## config.mk

```make
export PLATFORM = sky130hd
export DESIGN_NAME = track_packet_repeat_scheduler_flat
export DESIGN_NICKNAME = d
export VERILOG_FILES = /design/src/rtl/core/tprs_pkg.sv /design/src/rtl/core/tprs_ifs.sv /design/src/rtl/core/tprs_slot_pick.sv /design/src/rtl/core/track_packet_repeat_scheduler.sv /design/src/flat_wrapper.sv
export SDC_FILE = /design/constraint.sdc
export NUM_CORES = 1
export LEC_CHECK = 0
export BUFFER_PORTS_ARGS = -buffer_cell sky130_fd_sc_hd__buf_2
export CAP_MARGIN = 20
export CORE_ASPECT_RATIO = 2
export CORE_MARGIN = 3
export CORE_UTILIZATION = 38
export CTS_CLUSTER_DIAMETER = 120
export DETAILED_ROUTE_END_ITERATION = 7
export PLACE_DENSITY = 0.5
export SYNTH_ARGS = -nofsm -noshare
export SYNTH_HDL_FRONTEND = slang
export SYNTH_HIERARCHICAL = 1
export SYNTH_SLANG_ARGS = --single-unit
```

## constraint.sdc

```tcl
create_clock -name clk -period 10.5 [get_ports clk]
set_clock_uncertainty 0.1 [all_clocks]
set_input_delay 0.525 -clock clk [delete_from_list [all_inputs] [get_ports clk]]
set_output_delay 0.525 -clock clk [all_outputs]
set_load 0.01 [all_outputs]
```

## src/rtl/core/tprs_pkg.sv

```systemverilog
package tprs_pkg;

  // Default sizes
  localparam int SLOTS_DEF       = 8;
  localparam int PACKET_BITS_DEF = 18;

  // Fixed field widths
  localparam int OP_W     = 3;
  localparam int SLOT_IN_W = 3;
  localparam int WORD_W   = 18;
  localparam int PAUSE_W  = 5;
  localparam int PERIOD_W = 14;
  localparam int HIGH_W   = 9;
  localparam int CFG_IDX_W  = 2;
  localparam int CFG_DATA_W = 18;

  // Bit-cell timing in timer counts
  localparam logic [HIGH_W-1:0] FAST_PERIOD = 9'd208;
  localparam logic [HIGH_W-1:0] SLOW_PERIOD = 9'd416;
  localparam logic [HIGH_W-1:0] HIGH_ONE    = 9'd182;
  localparam logic [HIGH_W-1:0] HIGH_ZERO   = 9'd26;

  // Pause reset values
  localparam logic [PAUSE_W-1:0] GAP_RESET  = 5'd3;
  localparam logic [PAUSE_W-1:0] WAIT_RESET = 5'd12;

  // Operation codes
  localparam logic [OP_W-1:0] OP_TICK     = 3'd0;
  localparam logic [OP_W-1:0] OP_WRITE    = 3'd1;
  localparam logic [OP_W-1:0] OP_ENABLE   = 3'd2;
  localparam logic [OP_W-1:0] OP_DISABLE  = 3'd3;
  localparam logic [OP_W-1:0] OP_SET_FAST = 3'd4;
  localparam logic [OP_W-1:0] OP_SET_ONCE = 3'd5;
  localparam logic [OP_W-1:0] OP_START    = 3'd6;
  localparam logic [OP_W-1:0] OP_FAULT    = 3'd7;

  // Configuration register indexes
  localparam logic [CFG_IDX_W-1:0] CFG_IDLE_MESSAGE = 2'd0;
  localparam logic [CFG_IDX_W-1:0] CFG_IDLE_FAST    = 2'd1;
  localparam logic [CFG_IDX_W-1:0] CFG_GAP_BITS     = 2'd2;
  localparam logic [CFG_IDX_W-1:0] CFG_WAIT_BITS    = 2'd3;

endpackage

```

## src/rtl/core/tprs_ifs.sv

```systemverilog
// Request channel into the scheduler
interface tprs_in_if;
  logic                            valid;
  logic                            ready;
  logic [tprs_pkg::OP_W-1:0]      operation;
  logic [tprs_pkg::SLOT_IN_W-1:0] slot;
  logic [tprs_pkg::WORD_W-1:0]    message_word;
  logic                            flag;

  modport source (output valid, output operation, output slot, output message_word,
                  output flag, input ready);
  modport sink (input valid, input operation, input slot, input message_word,
                input flag, output ready);
endinterface

// Timing result channel out of the scheduler
interface tprs_out_if;
  logic                           valid;
  logic                           ready;
  logic                           timing_valid;
  logic [tprs_pkg::PERIOD_W-1:0] period_counts;
  logic [tprs_pkg::HIGH_W-1:0]   high_counts;
  logic                           rail_on;

  modport source (output valid, output timing_valid, output period_counts,
                  output high_counts, output rail_on, input ready);
  modport sink (input valid, input timing_valid, input period_counts,
                input high_counts, input rail_on, output ready);
endinterface

```

## src/rtl/core/tprs_slot_pick.sv

```systemverilog
// Round-robin pick: first enabled slot after the given one, wrapping.
module tprs_slot_pick #(
  parameter int SLOTS  = tprs_pkg::SLOTS_DEF,
  parameter int SLOT_W = $clog2(SLOTS)
) (
  input  logic [SLOTS-1:0]  enabled,
  input  logic [SLOT_W-1:0] after_slot,
  output logic              any,
  output logic [SLOT_W-1:0] pick
);

  logic [SLOT_W:0] first;

  // Search start, one past the current slot
  always_comb begin
    first = {1'b0, after_slot} + (SLOT_W+1)'(1);
    if (first >= (SLOT_W+1)'(SLOTS)) begin
      first = first - (SLOT_W+1)'(SLOTS);
    end
  end

  // Nearest enabled slot wins; walk from the far end so closer ones overwrite
  always_comb begin
    logic [SLOT_W:0] cand;
    any  = |enabled;
    pick = '0;
    cand = '0;
    for (int k = SLOTS - 1; k >= 0; k--) begin
      cand = first + (SLOT_W+1)'(k);
      if (cand >= (SLOT_W+1)'(SLOTS)) begin
        cand = cand - (SLOT_W+1)'(SLOTS);
      end
      if (enabled[cand[SLOT_W-1:0]]) begin
        pick = cand[SLOT_W-1:0];
      end
    end
  end

endmodule

```

## src/rtl/core/track_packet_repeat_scheduler.sv

```systemverilog
// Track packet repeat scheduler. Takes one request per clock while the input is not
// stalled and returns exactly one result per request, in order, through the first-stage
// registers and then the output register. The packet slots live in a small synchronous
// memory with registered read data; the slot chosen on a packet change is read at
// acceptance and its word is merged in the second stage. A result waiting on the
// output lets one more request into the second stage; the input then stalls until
// that result is taken. A tick while running gives the period (pause included) and
// high time of the next bit cell; other operations return zero timing and the current
// rail state. No clearing pass is needed after reset; enabling a slot that was never
// written sends undefined bits.
module track_packet_repeat_scheduler #(
  parameter int SLOTS       = tprs_pkg::SLOTS_DEF,
  parameter int PACKET_BITS = tprs_pkg::PACKET_BITS_DEF
) (
  input  logic                               clk,
  input  logic                               rst,
  tprs_in_if.sink                            in,
  tprs_out_if.source                         out,
  input  logic                               cfg_we,
  input  logic [tprs_pkg::CFG_IDX_W-1:0]     cfg_index,
  input  logic [tprs_pkg::CFG_DATA_W-1:0]    cfg_data
);

  localparam int SLOT_W = $clog2(SLOTS);
  localparam int BP_W   = $clog2(PACKET_BITS);
  // one spare bit so that SLOTS itself fits in the range check
  localparam int IW     = ((SLOT_W > tprs_pkg::SLOT_IN_W) ? SLOT_W : tprs_pkg::SLOT_IN_W) + 1;
  localparam logic [BP_W-1:0] BP_LAST = BP_W'(PACKET_BITS - 1);

  // Configuration registers
  logic [tprs_pkg::WORD_W-1:0]  idle_message;
  logic                         idle_fast;
  logic [tprs_pkg::PAUSE_W-1:0] gap_bits;
  logic [tprs_pkg::PAUSE_W-1:0] wait_bits;

  // Scheduler state
  logic [PACKET_BITS-1:0] packet_store [SLOTS];
  logic [PACKET_BITS-1:0] mem_rdata;
  logic [SLOTS-1:0]       enabled_mask, enabled_mask_next;
  logic [SLOTS-1:0]       fast_mask, fast_mask_next;
  logic [SLOTS-1:0]       one_shot_mask, one_shot_mask_next;
  logic [SLOT_W-1:0]      current_slot, current_slot_next;
  logic [PACKET_BITS-1:0] current_packet;
  logic                   current_fast, current_fast_next;
  logic [BP_W-1:0]        bit_position, bit_position_next;
  logic                   second_copy, second_copy_next;
  logic                   running, running_next;

  // Second stage: waiting for the packet word
  logic                         s1_valid;
  logic                         s1_tick;
  logic [tprs_pkg::PERIOD_W-1:0] s1_period;
  logic [BP_W-1:0]              s1_bitpos;
  logic                         s1_fast;
  logic                         s1_load;
  logic                         s1_from_mem;
  logic                         s1_running;

  // Output register
  logic                          out_valid;
  logic                          out_timing;
  logic [tprs_pkg::PERIOD_W-1:0] out_period;
  logic [tprs_pkg::HIGH_W-1:0]   out_high;
  logic                          out_rail;

  // Front-end decode
  logic                   accept, advance;
  logic [IW-1:0]          slot_wide;
  logic                   slot_ok;
  logic [SLOT_W-1:0]      slot_idx;
  logic [SLOTS-1:0]       slot_bit;
  logic [SLOT_W-1:0]      pick_base;
  logic                   pick_any;
  logic [SLOT_W-1:0]      pick_slot;
  logic                   do_tick, do_load, mem_read;
  logic [tprs_pkg::HIGH_W-1:0]    base_period;
  logic [tprs_pkg::PAUSE_W:0]     pause_mult;
  logic [tprs_pkg::PERIOD_W-1:0]  period_calc;
  logic [PACKET_BITS-1:0] packet_eff;
  logic [tprs_pkg::HIGH_W-1:0]    high_calc;

  assign advance  = s1_valid && (!out_valid || out.ready);
  assign in.ready = !s1_valid || advance;
  assign accept   = in.valid && in.ready;

  // Slot address check
  assign slot_wide = IW'(in.slot);
  assign slot_ok   = slot_wide < IW'(SLOTS);
  assign slot_idx  = slot_wide[SLOT_W-1:0];
  assign slot_bit  = slot_ok ? (SLOTS'(1) << slot_idx) : '0;

  // Start searches from just after slot zero, so slot zero is tried last
  assign pick_base = (in.operation == tprs_pkg::OP_START) ? '0 : current_slot;

  tprs_slot_pick #(
    .SLOTS  (SLOTS),
    .SLOT_W (SLOT_W)
  ) u_pick (
    .enabled    (enabled_mask),
    .after_slot (pick_base),
    .any        (pick_any),
    .pick       (pick_slot)
  );

  // Cell period: base rate, stretched by the pause after the last bit
  always_comb begin
    base_period = current_fast ? tprs_pkg::FAST_PERIOD : tprs_pkg::SLOW_PERIOD;
    pause_mult  = {1'b0, (second_copy ? wait_bits : gap_bits)} + (tprs_pkg::PAUSE_W+1)'(1);
    if (bit_position == BP_LAST) begin
      period_calc = tprs_pkg::PERIOD_W'(base_period) * tprs_pkg::PERIOD_W'(pause_mult);
    end else begin
      period_calc = tprs_pkg::PERIOD_W'(base_period);
    end
  end

  // Next-state logic for one accepted request
  always_comb begin
    enabled_mask_next  = enabled_mask;
    fast_mask_next     = fast_mask;
    one_shot_mask_next = one_shot_mask;
    current_slot_next  = current_slot;
    current_fast_next  = current_fast;
    bit_position_next  = bit_position;
    second_copy_next   = second_copy;
    running_next       = running;
    do_tick            = 1'b0;
    do_load            = 1'b0;
    unique case (in.operation)
      tprs_pkg::OP_TICK: begin
        if (running) begin
          do_tick = 1'b1;
          if (bit_position == BP_LAST) begin
            bit_position_next = '0;
            second_copy_next  = !second_copy;
            do_load           = second_copy;
          end else begin
            bit_position_next = bit_position + BP_W'(1);
          end
        end
      end
      tprs_pkg::OP_WRITE: begin
      end
      tprs_pkg::OP_ENABLE:  enabled_mask_next = enabled_mask | slot_bit;
      tprs_pkg::OP_DISABLE: enabled_mask_next = enabled_mask & ~slot_bit;
      tprs_pkg::OP_SET_FAST: begin
        fast_mask_next = in.flag ? (fast_mask | slot_bit) : (fast_mask & ~slot_bit);
      end
      tprs_pkg::OP_SET_ONCE: begin
        one_shot_mask_next = in.flag ? (one_shot_mask | slot_bit)
                                     : (one_shot_mask & ~slot_bit);
      end
      tprs_pkg::OP_START: begin
        current_slot_next = '0;
        do_load           = 1'b1;
        bit_position_next = '0;
        second_copy_next  = 1'b0;
        running_next      = 1'b1;
      end
      tprs_pkg::OP_FAULT: running_next = 1'b0;
      default: begin
      end
    endcase
    // Packet change: round-robin pick, one-shot slots drop out; idle speed when no slot is enabled
    if (do_load) begin
      if (pick_any) begin
        current_slot_next = pick_slot;
        current_fast_next = fast_mask[pick_slot];
        if (one_shot_mask[pick_slot]) begin
          enabled_mask_next[pick_slot] = 1'b0;
        end
      end else begin
        current_fast_next = idle_fast;
      end
    end
  end

  assign mem_read = do_load && pick_any;

  // Configuration writes
  always_ff @(posedge clk) begin
    if (rst) begin
      idle_message <= '0;
      idle_fast    <= 1'b0;
      gap_bits     <= tprs_pkg::GAP_RESET;
      wait_bits    <= tprs_pkg::WAIT_RESET;
    end else if (cfg_we) begin
      unique case (cfg_index)
        tprs_pkg::CFG_IDLE_MESSAGE: idle_message <= cfg_data;
        tprs_pkg::CFG_IDLE_FAST:    idle_fast    <= cfg_data[0];
        tprs_pkg::CFG_GAP_BITS:     gap_bits     <= cfg_data[tprs_pkg::PAUSE_W-1:0];
        tprs_pkg::CFG_WAIT_BITS:    wait_bits    <= cfg_data[tprs_pkg::PAUSE_W-1:0];
        default: begin
        end
      endcase
    end
  end

  // Packet store: one access per request, read data held until the next read
  always_ff @(posedge clk) begin
    if (accept) begin
      if (in.operation == tprs_pkg::OP_WRITE && slot_ok) begin
        packet_store[slot_idx] <= PACKET_BITS'(in.message_word);
      end else if (mem_read) begin
        mem_rdata <= packet_store[pick_slot];
      end
    end
  end

  // Control state and first stage
  always_ff @(posedge clk) begin
    if (rst) begin
      enabled_mask  <= '0;
      fast_mask     <= '0;
      one_shot_mask <= '0;
      current_slot  <= '0;
      current_fast  <= 1'b0;
      bit_position  <= '0;
      second_copy   <= 1'b0;
      running       <= 1'b0;
      s1_valid      <= 1'b0;
    end else begin
      if (accept) begin
        enabled_mask  <= enabled_mask_next;
        fast_mask     <= fast_mask_next;
        one_shot_mask <= one_shot_mask_next;
        current_slot  <= current_slot_next;
        current_fast  <= current_fast_next;
        bit_position  <= bit_position_next;
        second_copy   <= second_copy_next;
        running       <= running_next;
        s1_valid      <= 1'b1;
      end else if (advance) begin
        s1_valid <= 1'b0;
      end
    end
  end

  always_ff @(posedge clk) begin
    if (accept) begin
      s1_tick     <= do_tick;
      s1_period   <= period_calc;
      s1_bitpos   <= bit_position_next;
      s1_fast     <= current_fast_next;
      s1_load     <= do_load;
      s1_from_mem <= pick_any;
      s1_running  <= running_next;
    end
  end

  // Second stage: merge the loaded packet and pick the high time
  always_comb begin
    if (s1_load) begin
      packet_eff = s1_from_mem ? mem_rdata : PACKET_BITS'(idle_message);
    end else begin
      packet_eff = current_packet;
    end
    high_calc = packet_eff[s1_bitpos] ? tprs_pkg::HIGH_ONE : tprs_pkg::HIGH_ZERO;
    if (!s1_fast) begin
      high_calc = {high_calc[tprs_pkg::HIGH_W-2:0], 1'b0};
    end
  end

  always_ff @(posedge clk) begin
    if (rst) begin
      current_packet <= '0;
    end else if (advance && s1_load) begin
      current_packet <= packet_eff;
    end
  end

  // Output register
  always_ff @(posedge clk) begin
    if (rst) begin
      out_valid <= 1'b0;
    end else if (advance) begin
      out_valid <= 1'b1;
    end else if (out.ready) begin
      out_valid <= 1'b0;
    end
  end

  always_ff @(posedge clk) begin
    if (advance) begin
      out_timing <= s1_tick;
      out_period <= s1_tick ? s1_period : '0;
      out_high   <= s1_tick ? high_calc : '0;
      out_rail   <= s1_running;
    end
  end

  assign out.valid         = out_valid;
  assign out.timing_valid  = out_timing;
  assign out.period_counts = out_period;
  assign out.high_counts   = out_high;
  assign out.rail_on       = out_rail;

endmodule
```

## src/flat_wrapper.sv

```systemverilog
// flat-port wrapper written by rule: the top's interface ports become plain ports
module track_packet_repeat_scheduler_flat 
#(
  parameter int SLOTS       = tprs_pkg::SLOTS_DEF,
  parameter int PACKET_BITS = tprs_pkg::PACKET_BITS_DEF
)
  (clk, rst, cfg_we, cfg_index, cfg_data, in_valid, in_operation, in_slot, in_message_word, in_flag, in_ready, out_valid, out_timing_valid, out_period_counts, out_high_counts, out_rail_on, out_ready);
  tprs_in_if in_i ();
  tprs_out_if out_i ();
  input  logic clk;
  input  logic rst;
  input  logic cfg_we;
  input  logic [tprs_pkg::CFG_IDX_W-1:0] cfg_index;
  input  logic [tprs_pkg::CFG_DATA_W-1:0] cfg_data;
  input wire logic [$bits(in_i.valid)-1:0] in_valid;
  input wire logic [$bits(in_i.operation)-1:0] in_operation;
  input wire logic [$bits(in_i.slot)-1:0] in_slot;
  input wire logic [$bits(in_i.message_word)-1:0] in_message_word;
  input wire logic [$bits(in_i.flag)-1:0] in_flag;
  output wire logic [$bits(in_i.ready)-1:0] in_ready;
  output wire logic [$bits(out_i.valid)-1:0] out_valid;
  output wire logic [$bits(out_i.timing_valid)-1:0] out_timing_valid;
  output wire logic [$bits(out_i.period_counts)-1:0] out_period_counts;
  output wire logic [$bits(out_i.high_counts)-1:0] out_high_counts;
  output wire logic [$bits(out_i.rail_on)-1:0] out_rail_on;
  input wire logic [$bits(out_i.ready)-1:0] out_ready;
  assign in_i.valid = in_valid;
  assign in_i.operation = in_operation;
  assign in_i.slot = in_slot;
  assign in_i.message_word = in_message_word;
  assign in_i.flag = in_flag;
  assign in_ready = in_i.ready;
  assign out_valid = out_i.valid;
  assign out_timing_valid = out_i.timing_valid;
  assign out_period_counts = out_i.period_counts;
  assign out_high_counts = out_i.high_counts;
  assign out_rail_on = out_i.rail_on;
  assign out_i.ready = out_ready;
  track_packet_repeat_scheduler #(.SLOTS(SLOTS), .PACKET_BITS(PACKET_BITS)) u_core (.clk(clk), .rst(rst), .in(in_i), .out(out_i), .cfg_we(cfg_we), .cfg_index(cfg_index), .cfg_data(cfg_data));
endmodule
```

---- After elaboration in Yosys (flattened, before gate mapping) ----
Memories as Yosys holds them, arrays and structs flattened. A register that Yosys moved wholly into a read port is not among the register bits.
Cells that the tools add are included.
storage, ports and cells
  memory bits (read-only) ................. 0
  RAM bits ................................ 144
  logic and storage cells ................. 198
  memories kept ........................... 1
  bits in latches ......................... 0
  output and inout port bits .............. 27
  register bits ........................... 133
  bits of input ports ..................... 50
memories
  memory               words  bits a word  rd ports  clocked after memory_dff  write ports  RTL line                             RTL
  u_core.packet_store  8      18           1         1                         1            track_packet_repeat_scheduler.sv:37  logic [PACKET_BITS-1:0] packet_store [SLOTS];
cells by class
  mux-type cells .......................... 78
  reduce and logical (&&, ||, !) cells .... 26
  divide/modulo/power cells ............... 0
  multipliers ............................. 1
  bitwise operators ....................... 10
  $lt $le $gt $ge ......................... 21
  eq/ne operators ......................... 13
  shift-type cells ........................ 1
  add/sub/neg operators ................... 19
operator list
  kind                                                                          number
  3-bit two-way mux                                                             19
  8-bit two-way mux                                                             7
  3-bit by 4-bit less-than comparator with 1-bit output, second input constant  10
  4-bit greater-or-equal comparator, second input constant                      9
  18-bit two-way mux                                                            2
  8-bit bitwise AND                                                             4
  1-bit binary-select mux with 3-bit select                                     10
  9-bit two-way mux                                                             3
  1-bit two-way mux                                                             26
  8-bit OR                                                                      3
  3-bit by 1-bit subtractor with 3-bit output, second input constant            8
  4-bit by 3-bit adder with 4-bit output, second input constant                 4
  8-bit inverter                                                                2
  8-bit case mux with 2 select lines                                            1
  5-bit two-way mux                                                             3
  9-bit by 6-bit multiplier with 14-bit output                                  1
  2-bit AND reduction                                                           7
  3-bit == test, second input constant                                          4
  5-bit case mux with 2 select lines                                            1
  4-bit by 2-bit adder with 4-bit output, second input constant                 2
  8-bit OR reduction                                                            1
  1-bit by 3-bit left shift with 8-bit output, first input constant             1
  5-bit by 1-bit adder with 6-bit output, second input constant                 1
  3-bit by 2-bit == test with 1-bit output, second input constant               2
  24 further kinds                                                              38

---- Longest topological paths before layout ----
  word-level depth ........................ 27
  depth in mapped cells ................... 20
  depth with buffers taken out ............ 19

---- Cells and area by module ----
The synthesis kept the hierarchy.
modules (own cells, without submodules)
  module                         cells an instance  area an instance (um^2)  instances  sequential area each (um^2)
  track_packet_repeat_scheduler  922                12,484.5                 1          7,687.4
  tprs_slot_pick                 104                945.9                    1          0.0

---- Least setup slack after synthesis ----
OpenSTA, ideal clock, no wires.
  kind .................................... input to register
  from .................................... in in_operation[0]
  to ...................................... reg u_core.mem_rdata[11] (read register of u_core.packet_store), data pin
  data required time ...................... 10.140 ns
  stages on the path ...................... 19
  path buffers ............................ 8
  setup slack ............................. 5.079 ns
  library setup time ...................... 0.260 ns
  arrival time ............................ 5.061 ns
  cell sequence ........................... clkbuf_1 -> or2_2 -> and2_1 -> buf_2 -> buf_6 -> buf_2 -> inv_1 -> ha_1 -> buf_2 -> mux4_2 -> mux2_4 -> mux2_1 -> o22a_1 -> o211ai_1 -> clkbuf_1 -> clkbuf_1 -> buf_1 -> mux4_2 -> mux2_2
between the ends
  word-level cells in the longest chain between the ends .. 18
  elaborated cells between the ends (all ways) .. 68
  those cells by class .................... add/sub (17); order compare (9); eq/ne (2); mux (35); bitwise (1); reduce/logical (4)
RTL lines
  element                                                                                                  RTL line                                    RTL
  start: declaration                                                                                       flat_wrapper.sv:16                          input wire logic [$bits(in_i.operation)-1:0] in_operation;
  3-bit == test (*)                                                                                        track_packet_repeat_scheduler.sv:93         assign pick_base = (in.operation == tprs_pkg::OP_START) ? '0 : current_slot;
  3-bit two-way mux (*)                                                                                    track_packet_repeat_scheduler.sv:93
  net u_core.pick_base[0]                                                                                  track_packet_repeat_scheduler.sv:72         logic [SLOT_W-1:0] pick_base;
  3-bit by 1-bit adder with 4-bit output (*)                                                               tprs_slot_pick.sv:16                        first = {1'b0, after_slot} + (SLOT_W+1)'(1);
  4-bit subtractor / 4-bit greater-or-equal comparator (equally long branches)                             tprs_slot_pick.sv:18, tprs_slot_pick.sv:17
  4-bit two-way mux (*)                                                                                    tprs_slot_pick.sv:17                        if (first >= (SLOT_W+1)'(SLOTS)) begin
  4-bit by 3-bit adder with 4-bit output                                                                   tprs_slot_pick.sv:29                        cand = first + (SLOT_W+1)'(k);
  4-bit greater-or-equal comparator / 3-bit by 1-bit subtractor with 3-bit output (equally long branches)  tprs_slot_pick.sv:30, tprs_slot_pick.sv:31
  3-bit two-way mux                                                                                        tprs_slot_pick.sv:30                        if (cand >= (SLOT_W+1)'(SLOTS)) begin
  1-bit binary-select mux with 3-bit select                                                                tprs_slot_pick.sv:33                        if (enabled[cand[SLOT_W-1:0]]) begin
  1-bit two-way mux (not written as such)                                                                  tprs_slot_pick.sv:33
  3-bit two-way mux (7 in series)                                                                          tprs_slot_pick.sv:33
  3-bit two-way mux (*)                                                                                    tprs_slot_pick.sv:33
  net u_core.pick_slot[1]                                                                                  track_packet_repeat_scheduler.sv:74         logic [SLOT_W-1:0] pick_slot;
  end: declaration                                                                                         track_packet_repeat_scheduler.sv:38         logic [PACKET_BITS-1:0] mem_rdata;
The timed path passes the listed nets; every way through them passes the cells marked *. The select of a mux whose other input is x is not followed.
A chain may end at the register's enable or synchronous reset.

---- Worst setup path in the final report ----
  from .................................... in in_operation[0]
  to ...................................... reg u_core.s1_fast, data pin
between the ends
  word-level cells in the longest chain between the ends .. 22
  elaborated cells between the ends (all ways) .. 67
  those cells by class .................... add/sub (17); order compare (9); eq/ne (1); mux (39); reduce/logical (1)
RTL lines
  element                                                                                                  RTL line                                    RTL
  3-bit == test (*)                                                                                        track_packet_repeat_scheduler.sv:93
  3-bit two-way mux (*)                                                                                    track_packet_repeat_scheduler.sv:93
  net u_core.pick_base[0]                                                                                  track_packet_repeat_scheduler.sv:72
  3-bit by 1-bit adder with 4-bit output (*)                                                               tprs_slot_pick.sv:16
  4-bit subtractor / 4-bit greater-or-equal comparator (equally long branches)                             tprs_slot_pick.sv:18, tprs_slot_pick.sv:17
  4-bit two-way mux (*)                                                                                    tprs_slot_pick.sv:17
  4-bit by 3-bit adder with 4-bit output                                                                   tprs_slot_pick.sv:29
  4-bit greater-or-equal comparator / 3-bit by 1-bit subtractor with 3-bit output (equally long branches)  tprs_slot_pick.sv:30, tprs_slot_pick.sv:31
  [3 not listed]                                                                                           n/a
  3-bit two-way mux (7 in series)                                                                          tprs_slot_pick.sv:33
  3-bit two-way mux (*)                                                                                    tprs_slot_pick.sv:33
  net u_core.pick_slot[1]                                                                                  track_packet_repeat_scheduler.sv:74
  1-bit binary-select mux with 3-bit select (*)                                                            track_packet_repeat_scheduler.sv:167        current_fast_next = fast_mask[pick_slot];
  1-bit two-way mux (not written as such) (*)                                                              track_packet_repeat_scheduler.sv:167
  1-bit two-way mux (*)                                                                                    track_packet_repeat_scheduler.sv:165        if (pick_any) begin
  1-bit two-way mux (*)                                                                                    track_packet_repeat_scheduler.sv:164        if (do_load) begin
  net u_core.current_fast_next                                                                             track_packet_repeat_scheduler.sv:44         logic current_fast, current_fast_next;
  end signal: assignment                                                                                   track_packet_repeat_scheduler.sv:243        s1_fast <= current_fast_next;
  end: declaration                                                                                         track_packet_repeat_scheduler.sv:54         logic s1_fast;
Marks and branches as above.

==> impl_metrics.toml <==
[run_status]
status = "finished clean"

[final_layout]
final_layout_size_suffix_gt1_frac = 0.221
seqCellArea_sq_um = 7690
nets = 1163
fillers = 3235
finalNonFillerCells = 1538
area_growth_pct = 11.9
multi_input_area_sq_um = 5330
num_antenna_cells = 0

[place]
placed_cells_incl_taps = 1490
io_buffers = 71
gp_congestion = 0.833
hpwlAfterDp_um = 22000

[routing]
viasPerCell = 5.33
dr_wl_met2_um = 18800
final_antenna_net_count = 0
wirelength_um = 32200
first_pass_iters = 4
wl_met3_um = 926
vias = 8191
avgRoutedWirePerCell_um = 20.9
wl_met1_um = 11700
routed.top_layer = "met5"
drt_iter0_drc = 459
drc = 0

[floorplanning]
initial_core_util = 0.388
pin_count = 77
die_w_um = 139
die_y_um = 272
core_area_sq_um = 34600
die_area_sq_um = 37800
fp-row-count = 96

[sta]
period_minus_slack_ns = 5.41
rsz0062_at_grt = "no"
relSlewSlack = 0.304
period_share = 0.515
tns_ns = 0
slew_viol_final = 0
worst_slew_pin_slew_ns = 1.04
fmax_ghz = 0.185
finalHoldViolations = 0
hold_ws_ns = 0.116
setup_viol = 0

[logic_synthesis]
ys.warnings.count = 6
synth.area.top_cells = "edfxtp_1 45%, dfxtp_1 13%, mux4_2 8.7%, mux2i_1 4.1%, nand2_1 2.7%"
postSynthAreaPerCell_sq_um = 13.1
ys_seq_area_frac = 0.572
synth_top_cell_area_share = 0.447
ys_async_sr_fraction = 0
yosysTopAreaCell = "edfxtp_1"
synth_edf_count = 200
synthCells = 1026
synth_area_sq_um = 13400
synth-main-ff-cell = "edfxtp_1"
synth-seq-cells = 284
synth_cell_types = 78

[clocking]
cts_hold_buf = 0
clk_latency_ns = 0.55
cts-root-buf = "clkbuf_16"
clkTransAtPathRegs_ns = 0.06
clock_sinks = 284
h-tree-depth = 1
numCtsBuffers = 26
post_cts_resized = 0
tritoncts = "built"
max-clock-path-buffers = 3
postCtsSetupBuffers = 0

[worst_setup_path]
crit_path_start_kind = "input pin"
crit_fanout = 41
worst_ep_required_time_ns = 10.69
cp.arrival_ns = 5.59
timing_worst_setup_path_type = "input pin to register"
endpoint_kind = "register"

[global_route]
gr-total-overflow = 0
grt_max_degree = 66
grt_pass1_wl_um = 50000
antenna_found_initial = 1
grt_usage = 0.169
first_global_vias = 8671

[pwr]
ir_worst_vdd_v = 0.000128
cellLeakagePower_uw = 0.00525
fin_total_pwr_uw = 2310
p_per_area_nw_per_um2 = 154

[hold_path]
hp-class = "input pin to register"

[job]
drv_cap = 0
[synthesized netlist by cell type (8+ instances only)]
cell      count
edfxtp_1    200
nand2_1      95
dfxtp_1      84
nor2_1       60
a21oi_1      59
mux2i_1      55
mux4_2       52
clkbuf_1     47
inv_1        35
mux2_2       28
ha_1         27
nand3_1      27
a211oi_1     23
and2_1       21
nor2b_1      21
buf_2        14
o21ai_0      11
buf_4         9
fa_1          9
nor3_1        9
a311o_1       8
nand3b_1      8
[worst max-delay path, stage by stage]
cell and delay [ns]:
buf_2 0.27, or2_2 0.24, and2_1 0.14, buf_4 0.31
inv_1 0.11, ha_1 0.74, mux4_2 0.68, mux2_4 0.33
mux2_1 0.32, o22a_1 0.17, o211ai_1 0.09, buf_4 0.52
mux4_2 0.59, mux2i_1 0.14, a21oi_1 0.10, mux2_2 0.27
[state kept, by name, indices dropped and copies added, names as in the netlist, 3 cells and up, named ones only]
| name | cells |
|---|---|
| u_core/packet_store | 144 |
| u_core/current_packet | 18 |
| u_core/idle_message | 18 |
| u_core/mem_rdata | 18 |
| u_core/out.period_counts | 10 |
| u_core/s1_period | 10 |
| u_core/enabled_mask | 8 |
| u_core/out.high_counts | 6 |
| u_core/bit_position | 5 |
| u_core/gap_bits | 5 |
| u_core/s1_bitpos | 5 |
| u_core/wait_bits | 5 |
| u_core/current_slot | 3 |
[placed cells by master, fill, tap and decap left out, types with 28 or more instances in the layout]
| cell type | count |
|---|---|
| a21oi_1 | 58 |
| buf_2 | 71 |
| dfxtp_1 | 84 |
| edfxtp_1 | 200 |
| inv_1 | 35 |
| mux2_2 | 28 |
| mux2i_1 | 55 |
| mux4_2 | 52 |
| nand2_1 | 95 |
| nor2_1 | 59 |
[metal layers]
layer,up-vias,GRT usage
li1,3922,-
met1,4102,0.179
met2,125,0.342
met3,40,0.0199
met4,2,0.0505
met5,-,0
[final timing paths]
| path | from | to | slack (ns) | cells past startpoint |
|---|---|---|---|---|
| worst min register to register | u_core/s1_running | u_core/out.rail_on | 0.32 | 0 |
| worst max-delay path | in_operation[0] | u_core/s1_fast | 5.09 | 16 |
| worst min-delay path | cfg_data[7] | u_core/idle_message[7] | 0.12 | 3 |
| worst max register to register | u_core/second_copy | u_core/s1_period[13] | 5.10 | 20 |
[logic make-up (layout without fill, tap and decap cells)]
| family | count (synthesis) | after routing | synth area share |
|---|---|---|---|
| flip-flops | 284 | 284 | 0.572 |
| multiplexers | 139 | 139 | 0.158 |
| AND/OR/NAND/NOR | 283 | 283 | 0.105 |
| XOR/XNOR | 14 | 14 | 0.0113 |
| adder cells (fa/ha/maj) | 36 | 36 | 0.0386 |
| AO/OA/AOI/OAI | 157 | 157 | 0.0784 |
| buffers and inverters | 111 | 178 | 0.0361 |
| other | 2 | 6 | 0.000559 |
[final cells by class]
type                            count  area share
Timing Repair Buffer               94      0.0351
Clock inverter                     12     0.00599
Tap cell                          441      0.0367
Inverter                           36     0.00899
Multi-Input combinational cell    635       0.355
Sequential cell                   284       0.511
Clock buffer                       36      0.0472
[power by group]
part           internal [uW]  switching (uW)  leakage, uW
sequential              1220            13.2      0.00251
combinational           72.2             100      0.00236
clock                    498             414     0.000377
[per-stage QoR]
stage	setup slack (ns)	util	cell area, sq um
floorplan	5.08	-	13400
detailed placement	4.49	0.411	14200
global placement	4.57	0.411	14200
CTS	5.04	0.435	15000
finish	5.09	0.435	15000
global route	4.73	0.435	15000
Note: power is estimated with default switching activity, not from simulation.
